## src/sv/mr90_pkg.sv

```systemverilog
// Package: shared constants, types and helpers of the matrix rotate unit.
`default_nettype none
package mr90_pkg;

  localparam int MAX_N     = 8;
  localparam int DATA_W    = 32;
  localparam int CFG_W     = 4;
  localparam int IDX_W     = (MAX_N > 1) ? $clog2(MAX_N) : 1;
  localparam int CELL_W    = 2 * IDX_W;
  localparam int ADDR_W    = CELL_W + 1;
  localparam int RAM_DEPTH = 2 ** ADDR_W;

  localparam logic [CFG_W-1:0] SIZE_RESET = CFG_W'(4);

  // Frame handed from loader to reader: buffer bank and side length minus one.
  typedef struct packed {
    logic             bank;
    logic [IDX_W-1:0] n_m1;
  } frame_desc_t;

  // Reader tells loader that a bank has been fully read.
  typedef struct packed {
    logic valid;
    logic bank;
  } bank_release_t;

  typedef struct packed {
    logic              en;
    logic [ADDR_W-1:0] addr;
    logic [DATA_W-1:0] data;
  } ram_wr_t;

  // Clamp the size register to 1..MAX_N and return side length minus one.
  function automatic logic [IDX_W-1:0] side_m1(input logic [CFG_W-1:0] sz);
    logic [IDX_W-1:0] res;
    if (sz == '0) begin
      res = '0;
    end else if (sz > CFG_W'(MAX_N)) begin
      res = IDX_W'(MAX_N - 1);
    end else begin
      res = IDX_W'(sz - CFG_W'(1));
    end
    return res;
  endfunction

endpackage
`default_nettype wire

```

## src/sv/mr90_ram.sv

```systemverilog
// Generic simple dual-port RAM with registered read.
`default_nettype none
module mr90_ram #(
  parameter int WIDTH = 32,
  parameter int DEPTH = 128
) (
  input  wire logic                     clk,
  input  wire logic                     wr_en,
  input  wire logic [$clog2(DEPTH)-1:0] wr_addr,
  input  wire logic [WIDTH-1:0]         wr_data,
  input  wire logic                     rd_en,
  input  wire logic [$clog2(DEPTH)-1:0] rd_addr,
  output      logic [WIDTH-1:0]         rd_data
);

  logic [WIDTH-1:0] mem_r [DEPTH];
  logic [WIDTH-1:0] rd_data_r;

  always_ff @(posedge clk) begin
    if (wr_en) begin
      mem_r[wr_addr] <= wr_data;
    end
    if (rd_en) begin
      rd_data_r <= mem_r[rd_addr];
    end
  end

  assign rd_data = rd_data_r;

endmodule
`default_nettype wire

```

## src/sv/mr90_front.sv

```systemverilog
// Loader: accepts elements, writes them into a free bank, hands off full frames.
`default_nettype none
module mr90_front import mr90_pkg::*; (
  input  wire logic                clk,
  input  wire logic                rst_n,
  input  wire logic                cfg_wr_en,
  input  wire logic [CFG_W-1:0]    cfg_wr_data,
  input  wire logic                in_valid,
  output      logic                in_stall,
  input  wire logic [DATA_W-1:0]   in_element_value,
  input  wire bank_release_t       release_i,
  input  wire logic                q_full,
  output      logic                q_push,
  output      frame_desc_t         q_desc,
  output      ram_wr_t             ram_wr
);

  logic [CFG_W-1:0]  size_r, size_nxt;
  logic [CELL_W-1:0] cnt_r, cnt_nxt;
  logic              load_bank_r, load_bank_nxt;
  logic [1:0]        busy_r, busy_nxt;

  logic [IDX_W-1:0]  n_m1;
  logic [IDX_W:0]    side;
  logic [CELL_W:0]   total;
  logic              accept;
  logic              frame_done;

  assign n_m1       = side_m1(size_r);
  assign side       = {1'b0, n_m1} + (IDX_W+1)'(1);
  assign total      = (CELL_W+1)'(side) * (CELL_W+1)'(side);
  assign frame_done = (({1'b0, cnt_r} + (CELL_W+1)'(1)) == total);

  assign in_stall = busy_r[load_bank_r] | q_full;
  assign accept   = in_valid & ~in_stall;

  assign ram_wr.en   = accept;
  assign ram_wr.addr = {load_bank_r, cnt_r};
  assign ram_wr.data = in_element_value;

  assign q_push      = accept & frame_done;
  assign q_desc.bank = load_bank_r;
  assign q_desc.n_m1 = n_m1;

  always_comb begin
    size_nxt      = size_r;
    cnt_nxt       = cnt_r;
    load_bank_nxt = load_bank_r;
    busy_nxt      = busy_r;
    if (release_i.valid) begin
      busy_nxt[release_i.bank] = 1'b0;
    end
    if (accept) begin
      if (frame_done) begin
        cnt_nxt                = '0;
        busy_nxt[load_bank_r]  = 1'b1;
        load_bank_nxt          = ~load_bank_r;
      end else begin
        cnt_nxt = cnt_r + CELL_W'(1);
      end
    end
    if (cfg_wr_en) begin
      size_nxt = cfg_wr_data;
      cnt_nxt  = '0;
    end
  end

  always_ff @(posedge clk) begin
    if (!rst_n) begin
      size_r      <= SIZE_RESET;
      cnt_r       <= '0;
      load_bank_r <= 1'b0;
      busy_r      <= '0;
    end else begin
      size_r      <= size_nxt;
      cnt_r       <= cnt_nxt;
      load_bank_r <= load_bank_nxt;
      busy_r      <= busy_nxt;
    end
  end

endmodule
`default_nettype wire

```

## src/sv/mr90_queue.sv

```systemverilog
// Two-entry queue of frame descriptors between loader and reader.
`default_nettype none
module mr90_queue import mr90_pkg::*; (
  input  wire logic        clk,
  input  wire logic        rst_n,
  input  wire logic        push,
  input  wire frame_desc_t push_desc,
  input  wire logic        pop,
  output      logic        full,
  output      logic        not_empty,
  output      frame_desc_t head
);

  frame_desc_t entry_r [2];
  logic        wr_ptr_r, wr_ptr_nxt;
  logic        rd_ptr_r, rd_ptr_nxt;
  logic [1:0]  cnt_r, cnt_nxt;
  logic        do_push, do_pop;

  assign full      = (cnt_r == 2'd2);
  assign not_empty = (cnt_r != 2'd0);
  assign head      = entry_r[rd_ptr_r];
  assign do_push   = push & ~full;
  assign do_pop    = pop & not_empty;

  always_comb begin
    wr_ptr_nxt = do_push ? ~wr_ptr_r : wr_ptr_r;
    rd_ptr_nxt = do_pop  ? ~rd_ptr_r : rd_ptr_r;
    cnt_nxt    = cnt_r + 2'(do_push) - 2'(do_pop);
  end

  always_ff @(posedge clk) begin
    if (do_push) begin
      entry_r[wr_ptr_r] <= push_desc;
    end
  end

  always_ff @(posedge clk) begin
    if (!rst_n) begin
      wr_ptr_r <= 1'b0;
      rd_ptr_r <= 1'b0;
      cnt_r    <= '0;
    end else begin
      wr_ptr_r <= wr_ptr_nxt;
      rd_ptr_r <= rd_ptr_nxt;
      cnt_r    <= cnt_nxt;
    end
  end

endmodule
`default_nettype wire

```

## src/sv/mr90_back.sv

```systemverilog
// Reader: walks a stored frame in rotated order and streams it out.
`default_nettype none
module mr90_back import mr90_pkg::*; (
  input  wire logic              clk,
  input  wire logic              rst_n,
  input  wire logic              q_not_empty,
  input  wire frame_desc_t       q_head,
  output      logic              q_pop,
  output      logic              rd_en,
  output      logic [ADDR_W-1:0] rd_addr,
  input  wire logic [DATA_W-1:0] rd_data,
  output      bank_release_t     release_o,
  output      logic              out_valid,
  input  wire logic              out_stall,
  output      logic [DATA_W-1:0] out_rotated_value,
  output      logic              out_last_of_frame
);

  typedef enum logic [1:0] {
    ST_IDLE = 2'b01,
    ST_READ = 2'b10
  } back_state_t;

  localparam int PROD_W = CELL_W + 1;

  back_state_t      state_r, state_nxt;
  frame_desc_t      desc_r, desc_nxt;
  logic [IDX_W-1:0] row_r, row_nxt;
  logic [IDX_W-1:0] col_r, col_nxt;
  logic             pend_r;
  logic             pend_last_r;

  // Output skid queue, two beats deep.
  logic [DATA_W-1:0] oval_r  [2];
  logic              olast_r [2];
  logic              owr_r, ord_r;
  logic [1:0]        ocnt_r;

  logic              out_pop;
  logic              can_issue;
  logic              issue;
  logic              is_last;
  logic [IDX_W-1:0]  rev_col;
  logic [PROD_W-1:0] prod;
  logic [CELL_W-1:0] src;

  assign out_valid         = (ocnt_r != 2'd0);
  assign out_rotated_value = oval_r[ord_r];
  assign out_last_of_frame = olast_r[ord_r];
  assign out_pop           = out_valid & ~out_stall;

  // Leave room for the read in flight and the one issued now.
  assign can_issue = ((3'(ocnt_r) + 3'(pend_r) - 3'(out_pop)) < 3'd2);
  assign issue     = (state_r == ST_READ) & can_issue;

  // Rotated (row, col) reads source cell (n-1-col, row).
  assign rev_col = desc_r.n_m1 - col_r;
  assign prod    = PROD_W'(rev_col) * (PROD_W'(desc_r.n_m1) + PROD_W'(1));
  assign src     = prod[CELL_W-1:0] + CELL_W'(row_r);
  assign is_last = (row_r == desc_r.n_m1) & (col_r == desc_r.n_m1);

  assign rd_en   = issue;
  assign rd_addr = {desc_r.bank, src};

  assign release_o.valid = issue & is_last;
  assign release_o.bank  = desc_r.bank;

  assign q_pop = (state_r == ST_IDLE) & q_not_empty;

  always_comb begin
    state_nxt = state_r;
    desc_nxt  = desc_r;
    row_nxt   = row_r;
    col_nxt   = col_r;
    unique case (state_r)
      ST_IDLE: begin
        if (q_not_empty) begin
          desc_nxt  = q_head;
          row_nxt   = '0;
          col_nxt   = '0;
          state_nxt = ST_READ;
        end
      end
      ST_READ: begin
        if (issue) begin
          if (is_last) begin
            state_nxt = ST_IDLE;
          end else if (col_r == desc_r.n_m1) begin
            col_nxt = '0;
            row_nxt = row_r + IDX_W'(1);
          end else begin
            col_nxt = col_r + IDX_W'(1);
          end
        end
      end
      default: begin
        state_nxt = ST_IDLE;
      end
    endcase
  end

  always_ff @(posedge clk) begin
    desc_r      <= desc_nxt;
    row_r       <= row_nxt;
    col_r       <= col_nxt;
    pend_last_r <= issue ? is_last : pend_last_r;
    if (pend_r) begin
      oval_r[owr_r]  <= rd_data;
      olast_r[owr_r] <= pend_last_r;
    end
  end

  always_ff @(posedge clk) begin
    if (!rst_n) begin
      state_r <= ST_IDLE;
      pend_r  <= 1'b0;
      owr_r   <= 1'b0;
      ord_r   <= 1'b0;
      ocnt_r  <= '0;
    end else begin
      state_r <= state_nxt;
      pend_r  <= issue;
      owr_r   <= pend_r ? ~owr_r : owr_r;
      ord_r   <= out_pop ? ~ord_r : ord_r;
      ocnt_r  <= ocnt_r + 2'(pend_r) - 2'(out_pop);
    end
  end

endmodule
`default_nettype wire

```

## src/sv/matrix_rotate_90_clockwise_unit.sv

```systemverilog
// Top level: N by N matrix rotation by 90 degrees clockwise, streaming.
//
//   channel  dir  handshake           payload
//   cfg      in   cfg_wr_en           cfg_wr_data (matrix size N, 4 bits)
//   in       in   in_valid/in_stall   in_element_value (row-major element)
//   out      out  out_valid/out_stall out_rotated_value, out_last_of_frame
//
// Load one beat per cycle while in_stall is low, into the free one of two RAM banks;
// loading overlaps readout. The first rotated beat is offered after the descriptor queue,
// reader pickup and registered RAM read into the two-beat output queue.
// Readout sends N*N beats at one per cycle while out_stall is low, and the reader
// passes through its idle state between frames.
// With both banks waiting for readout, in_stall holds until a bank is fully read; the
// buffer needs no clearing pass after reset.
`default_nettype none
module matrix_rotate_90_clockwise_unit import mr90_pkg::*; (
  input  wire logic              clk,
  input  wire logic              rst_n,
  input  wire logic              cfg_wr_en,
  input  wire logic [CFG_W-1:0]  cfg_wr_data,
  input  wire logic              in_valid,
  output      logic              in_stall,
  input  wire logic signed [DATA_W-1:0] in_element_value,
  output      logic              out_valid,
  input  wire logic              out_stall,
  output      logic signed [DATA_W-1:0] out_rotated_value,
  output      logic              out_last_of_frame
);

  // Loader to queue
  logic          q_push;
  frame_desc_t   q_push_desc;
  logic          q_full;

  // Queue to reader
  logic          q_pop;
  logic          q_not_empty;
  frame_desc_t   q_head;

  // Reader back to loader: free a bank once its last cell is read
  bank_release_t bank_release;

  // Buffer RAM ports
  ram_wr_t           ram_wr;
  logic              rd_en;
  logic [ADDR_W-1:0] rd_addr;
  logic [DATA_W-1:0] rd_data;
  logic [DATA_W-1:0] out_value;

  mr90_front u_front (
    .clk              (clk),
    .rst_n            (rst_n),
    .cfg_wr_en        (cfg_wr_en),
    .cfg_wr_data      (cfg_wr_data),
    .in_valid         (in_valid),
    .in_stall         (in_stall),
    .in_element_value (in_element_value),
    .release_i        (bank_release),
    .q_full           (q_full),
    .q_push           (q_push),
    .q_desc           (q_push_desc),
    .ram_wr           (ram_wr)
  );

  mr90_queue u_queue (
    .clk       (clk),
    .rst_n     (rst_n),
    .push      (q_push),
    .push_desc (q_push_desc),
    .pop       (q_pop),
    .full      (q_full),
    .not_empty (q_not_empty),
    .head      (q_head)
  );

  // Two banks of MAX_N*MAX_N words: bank select is the top address bit.
  mr90_ram #(
    .WIDTH (DATA_W),
    .DEPTH (RAM_DEPTH)
  ) u_ram (
    .clk     (clk),
    .wr_en   (ram_wr.en),
    .wr_addr (ram_wr.addr),
    .wr_data (ram_wr.data),
    .rd_en   (rd_en),
    .rd_addr (rd_addr),
    .rd_data (rd_data)
  );

  mr90_back u_back (
    .clk               (clk),
    .rst_n             (rst_n),
    .q_not_empty       (q_not_empty),
    .q_head            (q_head),
    .q_pop             (q_pop),
    .rd_en             (rd_en),
    .rd_addr           (rd_addr),
    .rd_data           (rd_data),
    .release_o         (bank_release),
    .out_valid         (out_valid),
    .out_stall         (out_stall),
    .out_rotated_value (out_value),
    .out_last_of_frame (out_last_of_frame)
  );

  assign out_rotated_value = signed'(out_value);

endmodule
`default_nettype wire

```

## config.mk

```make
export PLATFORM = sky130hd
export DESIGN_NAME = matrix_rotate_90_clockwise_unit
export DESIGN_NICKNAME = d
export VERILOG_FILES = /design/src/sv/mr90_pkg.sv /design/src/sv/mr90_ram.sv /design/src/sv/mr90_front.sv /design/src/sv/mr90_queue.sv /design/src/sv/mr90_back.sv /design/src/sv/matrix_rotate_90_clockwise_unit.sv
export SDC_FILE = /design/constraint.sdc
export NUM_CORES = 2
export LEC_CHECK = 0
export BUFFER_PORTS_ARGS = -buffer_cell sky130_fd_sc_hd__buf_2
export CAP_MARGIN = 10
export CORE_AREA = 2 2 525 1049
export CTS_BUF_LIST = sky130_fd_sc_hd__clkbuf_4 sky130_fd_sc_hd__clkbuf_8
export DETAILED_ROUTE_END_ITERATION = 8
export DIE_AREA = 0 0 527 1051
export SLEW_MARGIN = 20
export SYNTH_ARGS = -nofsm -noshare
export SYNTH_HDL_FRONTEND = slang
export SYNTH_MEMORY_MAX_BITS = 65536
export SYNTH_SLANG_ARGS = --single-unit
```

## constraint.sdc

```tcl
create_clock -name clk -period 5.5 [get_ports clk]
set_input_delay 0.275 -clock clk [delete_from_list [all_inputs] [get_ports clk]]
set_output_delay 0.275 -clock clk [all_outputs]
set_load 0.005 [all_outputs]
```

==> results_tabular.tex <==
\begin{tabular}{lr}
\hline
Metric & Value \\
\hline
\multicolumn{2}{l}{\textbf{CTS}} \\
Depth of the CTS H-tree & 6 \\
CTS root buffer & clkbuf\_8 \\
Source-to-sink clock delay at the later pin of the worst-skew pair & 1.16 ns \\
TritonCTS buffer count & 570 \\
Clock sink count & 4238 \\
CTS tree & built \\
Clock-pin slew on the worst setup and hold paths & 0.08 ns \\
CTS Buffer Depth & 5 \\
\multicolumn{2}{l}{\textbf{Drt}} \\
Number of DRC violations after detailed-routing iteration 0 & 8926 \\
First-pass iteration count of the detailed router & 6 \\
Total Routed Length & 504000 um \\
Routed wirelength normalized by instance count & 31.0 um \\
Detailed-route vias per instance & 5.06 \\
Detailed-route via count & 82.1k \\
Final ANT Viol Nets & 1 \\
Number of design rule violations left after detail routing & 0 \\
\multicolumn{2}{l}{\textbf{Run}} \\
Maximum Capacitance Violations & 0 \\
\multicolumn{2}{l}{\textbf{Timing}} \\
Relative slew slack & 0.201 \\
Pins over their slew limit & 0 \\
Worst slew pin tran & 1.20 ns \\
Final setup TNS & -11.94 ns \\
Maximum clock skew at final layout & 0.125 ns \\
Minimum setup slack in the final design & -0.486 ns \\
Final hold viol count & 0 \\
Count of endpoints failing setup in the final report & 32 \\
Maximum clock rate & 167 MHz \\
Clock period minus worst slack & 5.99 ns \\
Share of the clock period used by the worst path after layout & 1.09 \\
Unrepaired setup endpoints after global routing & yes \\
\multicolumn{2}{l}{\textbf{Synth}} \\
Post-synthesis cell count & 7445 \\
Post-synthesis cell area & 163000 um2 \\
Mean instance size in the synthesized netlist & 21.9 um2 \\
Portion of the post-synthesis area used by sequential elements & 0.778 \\
Count of flip-flops with a built-in enable after synthesis & 4213 \\
Number of library cell types mapped by synthesis & 53 \\
Ys Warns & 0 \\
Net count of the mapped netlist & 7520 \\
Async S/R FF share, synth & 0 \\
Leading register cell type out of synthesis & edfxtp\_1 \\
Number of synthesized register bits & 4238 \\
\multicolumn{2}{l}{\textbf{Global routing}} \\
Via count of the first global-routing pass & 86.5k \\
Antenna violations before repair & 26 \\
Wire length of the first global-routing pass & 688000 um \\
Sum of overflow across all layers after global routing & 0 \\
Maximum number of pins on one net before global-route repair & 129 \\
Tot GR Track Use & 0.179 \\
\multicolumn{2}{l}{\textbf{Finish}} \\
Area taken by flip-flops and latches & 127000 um2 \\
Most common library cell in the layout ignoring fill and taps & edfxtp\_1 \\
Filler Cells Inserted & 49.8k \\
Area delta synth->final & 19.9\% \\
Ratio of cells with drive above 1 in the final layout & 0.374 \\
Commonest non-fill, non-tap cells in the layout & edfxtp\_1 (4213), mux4\_2 (1088), buf\_4 (644), nand2\_1 (599), clkbuf\_8 (586) \\
Area of the multi-input gates & 37100 um2 \\
NumNets Final & 8745 \\
\multicolumn{2}{l}{\textbf{Placed design}} \\
Final weighted congestion of routability-driven global placement & 0.931 \\
Number of I/O port buffers & 75 \\
HPWL after DPL & 315000 um \\
\multicolumn{2}{l}{\textbf{Worst setup path}} \\
Endpoint class of the critical path & flip-flop \\
Data required time at the worst endpoint & 6.39 ns \\
Startpoint kind of the worst setup timing path & flip-flop \\
Data arrival time of the critical path & 6.88 ns \\
Crit Path Category & reg2reg \\
CP Max Fanout & 8 \\
\multicolumn{2}{l}{\textbf{Floorplanning}} \\
Boundary Pins & 76 \\
Die boundary height & 1050 um \\
Overall die area & 554000 um2 \\
Core Area & 546000 um2 \\
Row Count & 384 \\
Initial Util & 0.299 \\
Die Width & 527 um \\
\multicolumn{2}{l}{\textbf{Status}} \\
Outcome & finished, violations left \\
Violations in the final reports & antenna rules, setup timing \\
\multicolumn{2}{l}{\textbf{Min path}} \\
Min-Delay Path Class & in2reg \\
\hline
\end{tabular}
==> logic make-up after synthesis <==
| family | count (synthesis) | synth area share |
|---|---|---|
| xor+xnor | 37 | 0.00208 |
| other cells | 1 | 0.0000230 |
| flops | 4238 | 0.778 |
| buf+inv | 438 | 0.0135 |
| compound gates | 380 | 0.0127 |
| mux | 1259 | 0.161 |
| simple gates | 1058 | 0.0296 |
| fa+ha+maj | 34 | 0.00293 |
==> critical path, cell delays in order, from the launching register on <==
cell	delay, ns
edfxtp_1	0.44
ha_4	0.19
fa_2	0.38
xor2_4	0.18
xnor2_2	0.15
or2_4	0.23
fa_1	0.50
fa_2	0.46
fa_4	0.78
buf_12	0.18
buf_16	0.23
buf_16	0.20
buf_12	0.14
mux4_2	0.31
mux4_2	0.62
nor2b_4	0.27
o22ai_2	0.20
buf_6	0.15
nor3_2	0.04
==> worst paths after layout <==
check | from | end | slack [ns] | depth (start not counted)
setup reg to reg | u_back.col_r[0] | u_ram.rd_data[11] | -0.49 | 18
setup / recovery | u_back.col_r[0] | u_ram.rd_data[11] | -0.49 | 18
hold / removal | in_element_value[29] | u_ram.mem_r[114][29] | 0.13 | 2
hold reg to reg | u_ram.rd_data[25] | u_back.oval_r[1][25] | 0.46 | 0
==> stage by stage <==
step | utilization | cell area (um2) | setup WS [ns] | hold slack, ns | cells
after CTS | 0.356 | 194000 | -0.618 | 0.0312 | 16100
after global routing | 0.358 | 196000 | -0.501 | 0.133 | 16200
after detailed placement | 0.330 | 180000 | -1.35 | 0.434 | 15100
after floorplan | - | 163000 | 0.293 | 0.374 | 7445
after global placement | 0.329 | 180000 | -1.59 | 0.428 | 15000
final | 0.359 | 196000 | -0.486 | 0.133 | 16200
==> sequential cells by signal, indices dropped and copies added (netlist names), 2 cells and up, named ones only <==
signal           flops
u_queue.entry_r      8
u_back.oval_r       64
u_ram.rd_data       32
u_back.state_r       2
u_front.busy_r       2
u_ram.mem_r       4096
u_back.row_r         3
u_back.olast_r       2
u_back.desc_r        3
u_queue.cnt_r        2
u_front.size_r       4
u_front.cnt_r        6
u_back.ocnt_r        2
u_back.col_r         3
==> synth_stat cells (3+ instances only) <==
cell | number | share of area
edfxtp_1 | 4213 | 0.78
mux4_2 | 1088 | 0.15
nand2_1 | 608 | 0.014
clkbuf_1 | 154 | 0.0035
nor2_1 | 149 | 0.0034
buf_2 | 143 | 0.0044
mux2i_1 | 134 | 0.0082
a21oi_1 | 133 | 0.0041
o21ai_0 | 103 | 0.0032
o22ai_1 | 96 | 0.0037
nor2b_1 | 82 | 0.0031
and3_1 | 68 | 0.0026
nor4_1 | 55 | 0.0021
buf_4 | 50 | 0.0023
mux2_2 | 37 | 0.0026
buf_1 | 34 | 0.00078
inv_1 | 32 | 0.00074
o21ai_1 | 31 | 0.00095
ha_1 | 27 | 0.0021
nor3_1 | 27 | 0.00083
buf_6 | 25 | 0.0017
dfxtp_1 | 25 | 0.0031
xnor2_1 | 22 | 0.0012
and2_1 | 15 | 0.00058
xor2_1 | 14 | 0.00075
nor3_2 | 10 | 0.00061
nor4_2 | 10 | 0.00077
fa_1 | 7 | 0.00086
nand2b_1 | 7 | 0.00027
nand3_1 | 7 | 0.00021
nand3b_1 | 4 | 0.00018
o21a_1 | 4 | 0.00018
a21oi_2 | 3 | 0.00016
nor3b_1 | 3 | 0.00014
==> per-layer routing <==
layer  vias up  GRT usage  share of wire
li1      33300          -              -
met1     44300      0.174           0.31
met2      3411      0.324           0.53
met3      1070     0.0189          0.049
met4         2      0.174           0.11
met5         -          0       0.000016
==> timing repair <==
action                      CTS  global route
hold buffers                 54             0
cloned                       24            13
setup buffers                48            68
hold endpoints to repair   2254             0
resized for setup           351           204
setup endpoints to repair    32            32
pin swaps                    61            64
==> layout make-up <==
cell class / instances / share of cell area
Antenna cell: 35 / 0.000448
Clock buffer: 706 / 0.0458
Clock inverter: 246 / 0.00880
Inverter: 32 / 0.000614
Multi-Input combinational cell: 2769 / 0.190
Sequential cell: 4238 / 0.649
Tap cell: 7141 / 0.0457
Timing Repair Buffer: 1059 / 0.0599
Power is not shown: default switching activity piles up to over one toggle a cycle in this logic, so the estimate is an artifact.
